--- config.mk ---
export PLATFORM = sky130hd
export DESIGN_NAME = adc_round_robin_scan_sequencer
export DESIGN_NICKNAME = d
export VERILOG_FILES = /design/src/rtl/arrss_pkg.sv /design/src/rtl/adc_round_robin_scan_sequencer.sv /design/src/rtl/arrss_chan_store.sv
export SDC_FILE = /design/constraint.sdc
export NUM_CORES = 1
export LEC_CHECK = 0
export BUFFER_PORTS_ARGS = -buffer_cell sky130_fd_sc_hd__buf_2
export CAP_MARGIN = 25
export CORE_MARGIN = 2
export CORE_UTILIZATION = 30
export CTS_CLUSTER_SIZE = 8
export DETAILED_ROUTE_END_ITERATION = 6
export HOLD_SLACK_MARGIN = 0.06
export PLACE_DENSITY_LB_ADDON = 0.2
export SYNTH_ARGS = -nofsm -noshare
export SYNTH_HDL_FRONTEND = slang
export SYNTH_HIERARCHICAL = 1
export SYNTH_SLANG_ARGS = --single-unit
export TNS_END_PERCENT = 30
--- constraint.sdc ---
create_clock -name clk -period 6 [get_ports clk]
set_input_delay 1.2 -clock clk [delete_from_list [all_inputs] [get_ports clk]]
set_output_delay 1.2 -clock clk [all_outputs]
set_load 0.01 [all_outputs]
--- src/rtl/arrss_pkg.sv ---
// ----------------------------------------------------------------------------
// arrss_pkg: shared types and constants of the ADC scan sequencer
// Channel count, field widths, operation and register codes, and the
// sequencer state type.
// ----------------------------------------------------------------------------
package arrss_pkg;

    // Channel count and field widths
    localparam int NUM_CHANNELS = 6;
    localparam int SAMPLE_BITS  = 10;
    localparam int CH_BITS      = 3;
    localparam int MASK_BITS    = 6;
    localparam int CFG_IDX_BITS = 1;

    localparam logic [CH_BITS-1:0] LAST_CH = CH_BITS'(NUM_CHANNELS - 1);

    // Input operation codes
    localparam logic OP_CONVERT = 1'b0;
    localparam logic OP_DRAIN   = 1'b1;

    // Result kinds
    localparam logic KIND_REPORT = 1'b0;
    localparam logic KIND_VALUE  = 1'b1;

    // Configuration register indexes
    localparam logic [CFG_IDX_BITS-1:0] CFG_ENABLED_MASK  = 1'b0;
    localparam logic [CFG_IDX_BITS-1:0] CFG_FIRST_CHANNEL = 1'b1;

    // Sequencer states
    typedef enum logic [1:0] {
        ST_IDLE,
        ST_SEARCH,
        ST_DRAIN_SCAN,
        ST_DRAIN_EMIT
    } state_t;

    // Requests from the sequencer to the channel store
    typedef struct packed {
        logic               wr_en;
        logic [CH_BITS-1:0] wr_addr;
        logic               rd_en;
        logic [CH_BITS-1:0] rd_addr;
        logic               clr_en;
        logic [CH_BITS-1:0] clr_addr;
    } store_req_t;

    // Step a channel number upward, wrapping after the highest channel
    function automatic logic [CH_BITS-1:0] next_ch(input logic [CH_BITS-1:0] ch);
        logic [CH_BITS-1:0] res;
        if (ch == LAST_CH)
        begin
            res = '0;
        end
        else
        begin
            res = ch + CH_BITS'(1);
        end
        return res;
    endfunction

endpackage

--- src/rtl/adc_round_robin_scan_sequencer.sv ---
// ----------------------------------------------------------------------------
// adc_round_robin_scan_sequencer: round-robin channel sequencer for an ADC
// Stores each conversion for the current channel, steps to the next enabled
// channel (if any) and reports it; a drain delivers every pending value.
//
//   channel   direction  handshake            payload
//   in        input      in_valid / in_stall  opcode, sample
//   out       output     out_valid/out_stall  kind, next_channel, round_done,
//                                              channel, value, last
//   cfg       input      cfg_we               cfg_index, cfg_data
//
// In a conversion the search tests one channel per cycle until it finds one.
// A drain scans upward from channel 0 and reads each pending value through
// the registered read port of the sample store before it is delivered.
// Reset clears the current channel, the pending marks and both registers.
// A held result stalls the sequencer only when it must load the next one.
// ----------------------------------------------------------------------------
module adc_round_robin_scan_sequencer (
    input  logic                                 clk,
    input  logic                                 rst_n,
    // input items
    input  logic                                 in_valid,
    output logic                                 in_stall,
    input  logic                                 opcode,
    input  logic [arrss_pkg::SAMPLE_BITS-1:0]    sample,
    // results
    output logic                                 out_valid,
    input  logic                                 out_stall,
    output logic                                 kind,
    output logic [arrss_pkg::CH_BITS-1:0]        next_channel,
    output logic                                 round_done,
    output logic [arrss_pkg::CH_BITS-1:0]        channel,
    output logic [arrss_pkg::SAMPLE_BITS-1:0]    value,
    output logic                                 last,
    // configuration
    input  logic                                 cfg_we,
    input  logic [arrss_pkg::CFG_IDX_BITS-1:0]   cfg_index,
    input  logic [arrss_pkg::MASK_BITS-1:0]      cfg_data
);

    arrss_pkg::state_t                    state_reg;
    arrss_pkg::state_t                    state_next;
    logic [arrss_pkg::MASK_BITS-1:0]      mask_reg;
    logic [arrss_pkg::CH_BITS-1:0]        first_reg;
    logic [arrss_pkg::CH_BITS-1:0]        cur_reg;
    logic [arrss_pkg::CH_BITS-1:0]        cur_next;
    logic [arrss_pkg::CH_BITS-1:0]        idx_reg;
    logic [arrss_pkg::CH_BITS-1:0]        idx_next;
    logic [arrss_pkg::CH_BITS-1:0]        cnt_reg;
    logic [arrss_pkg::CH_BITS-1:0]        cnt_next;

    logic                                 out_valid_reg;
    logic                                 kind_reg;
    logic [arrss_pkg::CH_BITS-1:0]        next_channel_reg;
    logic                                 round_done_reg;
    logic [arrss_pkg::CH_BITS-1:0]        channel_reg;
    logic [arrss_pkg::SAMPLE_BITS-1:0]    value_reg;
    logic                                 last_reg;

    arrss_pkg::store_req_t                store_req;
    logic [arrss_pkg::SAMPLE_BITS-1:0]    rd_data;
    logic [arrss_pkg::NUM_CHANNELS-1:0]   pending;
    logic [arrss_pkg::NUM_CHANNELS-1:0]   pending_above;

    logic                                 in_xfer;
    logic                                 out_free;
    logic                                 load_report;
    logic                                 load_value;
    logic                                 hit;

    arrss_chan_store u_store (
        .clk     (clk),
        .rst_n   (rst_n),
        .req     (store_req),
        .wr_data (sample),
        .rd_data (rd_data),
        .pending (pending)
    );

    assign in_stall = (state_reg != arrss_pkg::ST_IDLE);
    assign in_xfer  = in_valid && !in_stall;
    assign out_free = !out_valid_reg || !out_stall;

    // Pending channels above the one being delivered
    always_comb
    begin
        for (int i = 0; i < arrss_pkg::NUM_CHANNELS; i++)
        begin
            pending_above[i] = pending[i] && (arrss_pkg::CH_BITS'(i) > idx_reg);
        end
    end

    // Search test: candidate enabled, or the full circle is done
    assign hit = mask_reg[idx_reg] || (cnt_reg == arrss_pkg::LAST_CH);

    // Sequencer next state and store requests
    always_comb
    begin
        state_next  = state_reg;
        cur_next    = cur_reg;
        idx_next    = idx_reg;
        cnt_next    = cnt_reg;
        load_report = 1'b0;
        load_value  = 1'b0;
        store_req   = '0;

        unique case (state_reg)
            arrss_pkg::ST_IDLE:
            begin
                if (in_xfer)
                begin
                    if (opcode == arrss_pkg::OP_CONVERT)
                    begin
                        store_req.wr_en   = 1'b1;
                        store_req.wr_addr = cur_reg;
                        idx_next          = arrss_pkg::next_ch(cur_reg);
                        cnt_next          = '0;
                        state_next        = arrss_pkg::ST_SEARCH;
                    end
                    else
                    begin
                        idx_next   = '0;
                        state_next = arrss_pkg::ST_DRAIN_SCAN;
                    end
                end
            end

            arrss_pkg::ST_SEARCH:
            begin
                if (hit)
                begin
                    if (out_free)
                    begin
                        load_report = 1'b1;
                        cur_next    = idx_reg;
                        state_next  = arrss_pkg::ST_IDLE;
                    end
                end
                else
                begin
                    idx_next = arrss_pkg::next_ch(idx_reg);
                    cnt_next = cnt_reg + arrss_pkg::CH_BITS'(1);
                end
            end

            arrss_pkg::ST_DRAIN_SCAN:
            begin
                if (pending[idx_reg])
                begin
                    store_req.rd_en   = 1'b1;
                    store_req.rd_addr = idx_reg;
                    state_next        = arrss_pkg::ST_DRAIN_EMIT;
                end
                else if (idx_reg == arrss_pkg::LAST_CH)
                begin
                    state_next = arrss_pkg::ST_IDLE;
                end
                else
                begin
                    idx_next = idx_reg + arrss_pkg::CH_BITS'(1);
                end
            end

            arrss_pkg::ST_DRAIN_EMIT:
            begin
                if (out_free)
                begin
                    load_value         = 1'b1;
                    store_req.clr_en   = 1'b1;
                    store_req.clr_addr = idx_reg;
                    if (pending_above == '0)
                    begin
                        state_next = arrss_pkg::ST_IDLE;
                    end
                    else
                    begin
                        idx_next   = idx_reg + arrss_pkg::CH_BITS'(1);
                        state_next = arrss_pkg::ST_DRAIN_SCAN;
                    end
                end
            end

            default:
            begin
                state_next = arrss_pkg::ST_IDLE;
            end
        endcase
    end

    // Hold control state and configuration
    always_ff @(posedge clk or negedge rst_n)
    begin
        if (!rst_n)
        begin
            state_reg <= arrss_pkg::ST_IDLE;
            cur_reg   <= '0;
            idx_reg   <= '0;
            cnt_reg   <= '0;
            mask_reg  <= '0;
            first_reg <= '0;
        end
        else
        begin
            state_reg <= state_next;
            cur_reg   <= cur_next;
            idx_reg   <= idx_next;
            cnt_reg   <= cnt_next;
            if (cfg_we && (cfg_index == arrss_pkg::CFG_ENABLED_MASK))
            begin
                mask_reg <= cfg_data;
            end
            if (cfg_we && (cfg_index == arrss_pkg::CFG_FIRST_CHANNEL))
            begin
                first_reg <= cfg_data[arrss_pkg::CH_BITS-1:0];
            end
        end
    end

    // Output valid: set on a load, drop once the transfer completes
    always_ff @(posedge clk or negedge rst_n)
    begin
        if (!rst_n)
        begin
            out_valid_reg <= 1'b0;
        end
        else if (load_report || load_value)
        begin
            out_valid_reg <= 1'b1;
        end
        else if (!out_stall)
        begin
            out_valid_reg <= 1'b0;
        end
    end

    // Output payload
    always_ff @(posedge clk)
    begin
        if (load_report)
        begin
            kind_reg         <= arrss_pkg::KIND_REPORT;
            next_channel_reg <= idx_reg;
            round_done_reg   <= (idx_reg == first_reg);
            channel_reg      <= '0;
            value_reg        <= '0;
            last_reg         <= 1'b1;
        end
        else if (load_value)
        begin
            kind_reg         <= arrss_pkg::KIND_VALUE;
            next_channel_reg <= '0;
            round_done_reg   <= 1'b0;
            channel_reg      <= idx_reg;
            value_reg        <= rd_data;
            last_reg         <= (pending_above == '0);
        end
    end

    assign out_valid    = out_valid_reg;
    assign kind         = kind_reg;
    assign next_channel = next_channel_reg;
    assign round_done   = round_done_reg;
    assign channel      = channel_reg;
    assign value        = value_reg;
    assign last         = last_reg;

endmodule

--- src/rtl/arrss_chan_store.sv ---
// ----------------------------------------------------------------------------
// arrss_chan_store: per-channel sample store with pending marks
// Holds the last sample of each channel, one write and one registered read
// per cycle, and a pending bit per channel that a write sets and a clear drops.
// ----------------------------------------------------------------------------
module arrss_chan_store (
    input  logic                                clk,
    input  logic                                rst_n,
    input  arrss_pkg::store_req_t               req,
    input  logic [arrss_pkg::SAMPLE_BITS-1:0]   wr_data,
    output logic [arrss_pkg::SAMPLE_BITS-1:0]   rd_data,
    output logic [arrss_pkg::NUM_CHANNELS-1:0]  pending
);

    logic [arrss_pkg::SAMPLE_BITS-1:0]  value_mem [arrss_pkg::NUM_CHANNELS];
    logic [arrss_pkg::SAMPLE_BITS-1:0]  rd_data_reg;
    logic [arrss_pkg::NUM_CHANNELS-1:0] pending_reg;
    logic [arrss_pkg::NUM_CHANNELS-1:0] pending_next;

    // Write the sample and register the read port
    always_ff @(posedge clk)
    begin
        if (req.wr_en)
        begin
            value_mem[req.wr_addr] <= wr_data;
        end
        if (req.rd_en)
        begin
            rd_data_reg <= value_mem[req.rd_addr];
        end
    end

    // Set the mark on a write, drop it on a clear
    always_comb
    begin
        pending_next = pending_reg;
        if (req.wr_en)
        begin
            pending_next[req.wr_addr] = 1'b1;
        end
        if (req.clr_en)
        begin
            pending_next[req.clr_addr] = 1'b0;
        end
    end

    always_ff @(posedge clk or negedge rst_n)
    begin
        if (!rst_n)
        begin
            pending_reg <= '0;
        end
        else
        begin
            pending_reg <= pending_next;
        end
    end

    assign rd_data = rd_data_reg;
    assign pending = pending_reg;

endmodule

# == After elaboration in Yosys (flattened, before gate mapping) ==
# Memory sizes are Yosys's and may differ from the RTL's. A register that Yosys moved wholly into a read port is not among the register bits.
# Index checks and enable logic that the tools add are counted.
# word_totals
regBits,46
ram_bits,60
output_inout_bits,21
elab_cells,129
n_memories,1
# memory_table
memory,words,word_bits,rd,rd_ports_with_merged_regs,write_ports,line,text
u_store.value_mem,6,10,1,1,1,arrss_chan_store.sv:15,logic [arrss_pkg::SAMPLE_BITS-1:0] value_mem [arrss_pkg::NUM_CHANNELS];
# op_classes
addsub,3
order_cmp,11
eq_ne,18
mux,52
bitwise,4
reduce_logical,26
# ops
operator,n
$mux 3,14
$mux 4,7
$ne 2x2->1 const B,9
$mux 2,8
$mux 1,14
$lt 3x4->1 const B,3
$mux 6,2
$pmux 3 s4,1
$logic_and 1x1->1,11
$add 3x1->3 const B,3
$eq 3x3->1 const B,3
$pmux 2 s4,1
$and 6x6->6,1
$bmux 1 s3,2
$demux 1 s3,2
$ge 3x1->1 const B,2
$gt 1x3->1 const A,2
$gt 2x3->1 const A,2
$gt 3x3->1 const A,2
$logic_not 6->1,1
$not 6->6,1
$or 6x6->6,1
$pmux 3 s2,1
$reduce_and 6->1,1
other kinds (13),20

# == Longest topological paths before layout ==
# logic_depth
ltp_word,13
mapped_depth,9

# == By module ==
# The synthesis kept the hierarchy.
# by_module_without_submodules
module,n_inst,cells_each,area_each_um2,seq_area_each_um2
arrss_chan_store,1,126,2879.0,2252.2
adc_round_robin_scan_sequencer,1,214,2040.7,945.9

# == Least setup slack after synthesis ==
# Ideal clock, no wire load.
# synth_timing
path_kind,input -> register
startpoint,in in_valid
endpoint,mem u_store/value_mem[0][0] (netlist bit) (enable)
setup_time_ns,0.411
arrival_time_ns,2.897
path_slack_ns,2.692
stages,3
n_path_buf,0
cell_sequence,nor2b_1 and2_1 nor4b_1
# synth_lines
item,line,text
"start, declared",adc_round_robin_scan_sequencer.sv:22,"input logic in_valid,"
"end, declared",arrss_chan_store.sv:15,

==> impl_metrics.csv <==
group,metric,value,unit
outcome,status,"finished, final reports clean",
global_route,grt_pass1_wl,17.0,mm
hold_path,worstHoldStart,"channel[1]",
synthesis,synth-xor-area-share,0.00534,
finish,fin_util,0.378,
finish,final_cell_mix,"edfxtp_1, buf_2, nand2_1",
global_route,antenna_found_initial,0,
synthesis,synth_edf_count,74,
clock_network,cts_htree_levels,4,
clock_network,insertion_delay,0.42,ns
synthesis,yosys.area_share.simple,0.0908,
finish,instances_no_fill,621,
synthesis,synthAdderAreaFrac,0.0127,
route,drc,0,
synthesis,synth_area_per_cell,14.5,sq um
clock_network,clock-sinks,116,
clock_network,tritoncts,"yes",
synthesis,synthCells,340,
power_and_ir_drop,p_leak,2.27,nW
synthesis,synth_top_area_share,0.452,
placement,hpwl,6.79,mm
route,drt_first_pass_iters,4,
route,via_count,2903,
finish,largest_reg_flops,60,
placement,place_ws,2.55,ns
power_and_ir_drop,ir_drop,0.204,mV
floorplanning,die_w,132,um
critical_path,cp.required,6.15,ns
route,vias_per_cell,4.67,
critical_path,cp_data_arrival_time,3.07,ns
synthesis,ys_warn_count,6,
finish,layout_commonest_cell,"edfxtp_1",
finish,diodes,0,
finish,syn_to_final_growth,22.6,%
sta,finalHoldViolCount,0,
route,avgRoutedWirePerCell,16.5,um
sta,worst_slack,3.09,ns
global_route,overflow,0,
floorplanning,die_height,132,um
sta,maxSlewViolCount,0,
placement,routabilityCongestion,0.829,
synthesis,async_flop_share,0.233,
global_route,grt_max_degree,28,
sta,rsz0062_at_grt,"false",
critical_path,rr_startpoint,"idx_reg[0]",
critical_path,reg2reg_to,"u_store/rd_data[7]",
global_route,grt_usage,0.128,
critical_path,r2r_cells,7,
synthesis,muxShareOfSynthArea,0.142,
power_and_ir_drop,p_per_area,473,mW/mm^2
sta,holdWs,0.444,ns
sta,fin_setup_tns,0,ns
job,cap_violations,0,
clock_network,cts_resized,0,
clock_network,clkTransAtPathRegs,0.06,ns
floorplanning,num_rows,46,
floorplanning,start_util,0.309,
floorplanning,boundaryPins,44,
route,drt_iter0_markers,209,
critical_path,r2r_slack,3.09,ns
hold_path,holdPathStages,1,
finish,layout-drive-gt1-share,0.281,
sta,fin_skew,0.0127,ns
clock_network,clockRootBuffer,"clkbuf_16",
sta,fmax,344,MHz
synthesis,seq_area_frac_synth,0.650,
floorplanning,dieArea,0.0174,sq mm
placement,port-buffer-count,43,
sta,max_slew_margin,0.362,
route,wl,10.3,mm
critical_path,cp_max_fo,18,
sta,worst_slew_pin_slew,0.953,ns
critical_path,start_kind,"flip-flop",
synthesis,ys_top_cells_by_area,"edfxtp_1, dfrtp_1, dfxtp_1",
finish,nNetsFinal,420,
sta,fin_crit_sh,0.485,
hold_path,holdPathEnd,"channel[1]",
route,ant_nets,0,
clock_network,cts_max_path_buffers,2,
sta,setup_viol,0,
clock_network,cts_made_buffers,17,
critical_path,critical_path_class,"reg2reg",
synthesis,synth_area,0.00492,sq mm
synthesis,ys.flop_type,"edfxtp_1",
clock_network,cts_setup_buffers,0,
placement,placed_cells,588,
synthesis,synth_top_cell_by_area,"edfxtp_1",
clock_network,cts_hold_buf,0,
hold_path,hold_path.class,"reg2reg",
synthesis,synth_seq_cells,116,
synthesis,syn-num-nets,368,
global_route,grt_pass1_vias,3052,
finish,postLayoutCellArea,0.00603,sq mm
power_and_ir_drop,p_total,2.85,mW
placement,placedInstanceArea,0.00540,sq mm
synthesis,synth_top_family_by_area,"multiplexers",
floorplanning,core_area,0.0159,sq mm
synthesis,synth_compound_area_frac,0.0722,
critical_path,end_kind,"flip-flop",
sta,period_needed,2.91,ns
synthesis,ys_types,51,
## critical path, cell delays in order, from the launching register on
cell,delay [ns]
dfrtp_1,0.81
mux2_2,0.42
o2bb2ai_1,0.14
nor2_1,0.27
nor2_1,0.09
buf_4,0.20
and2_1,0.35
mux4_2,0.36
## worst max path at each step
stage                     startpoint  slack (ns)                      end  depth (start not counted)
final                     idx_reg[0]        3.09       u_store/rd_data[7]                          7
after global routing      idx_reg[0]        2.90       u_store/rd_data[4]                          7
after CTS                 idx_reg[0]        2.51       u_store/rd_data[7]                          6
after detailed placement  idx_reg[0]        2.55       u_store/rd_data[4]                          6
after global placement    idx_reg[0]        2.63       u_store/rd_data[7]                          6
after floorplan             in_valid        2.69  u_store/value_mem[0][0]                          3
## report_power, final
part           switching, mW  internal (mW)  total [mW]
sequential             0.133          0.998        1.13
clock                  0.366          0.697        1.06
combinational          0.365          0.293       0.658
## metal layers
layer	track usage	vias to the layer above	routed length [um]
met5	0	-	0
met4	0.0525	0	83
met3	0.0461	7	488
met2	0.192	68	4900
met1	0.168	1453	4800
li1	-	1375	-
## synth_stat cells, types with 6 or more instances
library cell  count
a21oi_1          16
nor2_1           18
o21ai_0          10
nand2_1          30
mux2i_1           6
edfxtp_1         74
dfxtp_1          15
mux4_2           10
mux2_2           11
dfrtp_1          27
mux2_1           23
inv_1            11
and2_1            6
## kinds of logic (layout without fill, tap and decap cells)
family / count (synthesis) / in the layout
DFF: 116 / 116
and+or+nand+nor: 86 / 86
AOI/OAI and AO/OA: 52 / 52
muxes: 52 / 52
buffers and inverters: 26 / 91
adders and majority gates: 5 / 5
xor gates and xnor gates: 3 / 3
## area by class of cell
| cell class | count | area, sq um |
|---|---|---|
| Clock inverter | 15 | 201 |
| Timing Repair Buffer | 48 | 253 |
| Tap cell | 216 | 270 |
| Clock buffer | 17 | 425 |
| Inverter | 11 | 41.3 |
| Multi-Input combinational cell | 198 | 1640 |
| Fill cell | 1509 | 9910 |
| Sequential cell | 116 | 3200 |
No activity file was read; power rests on OpenSTA's default activity.
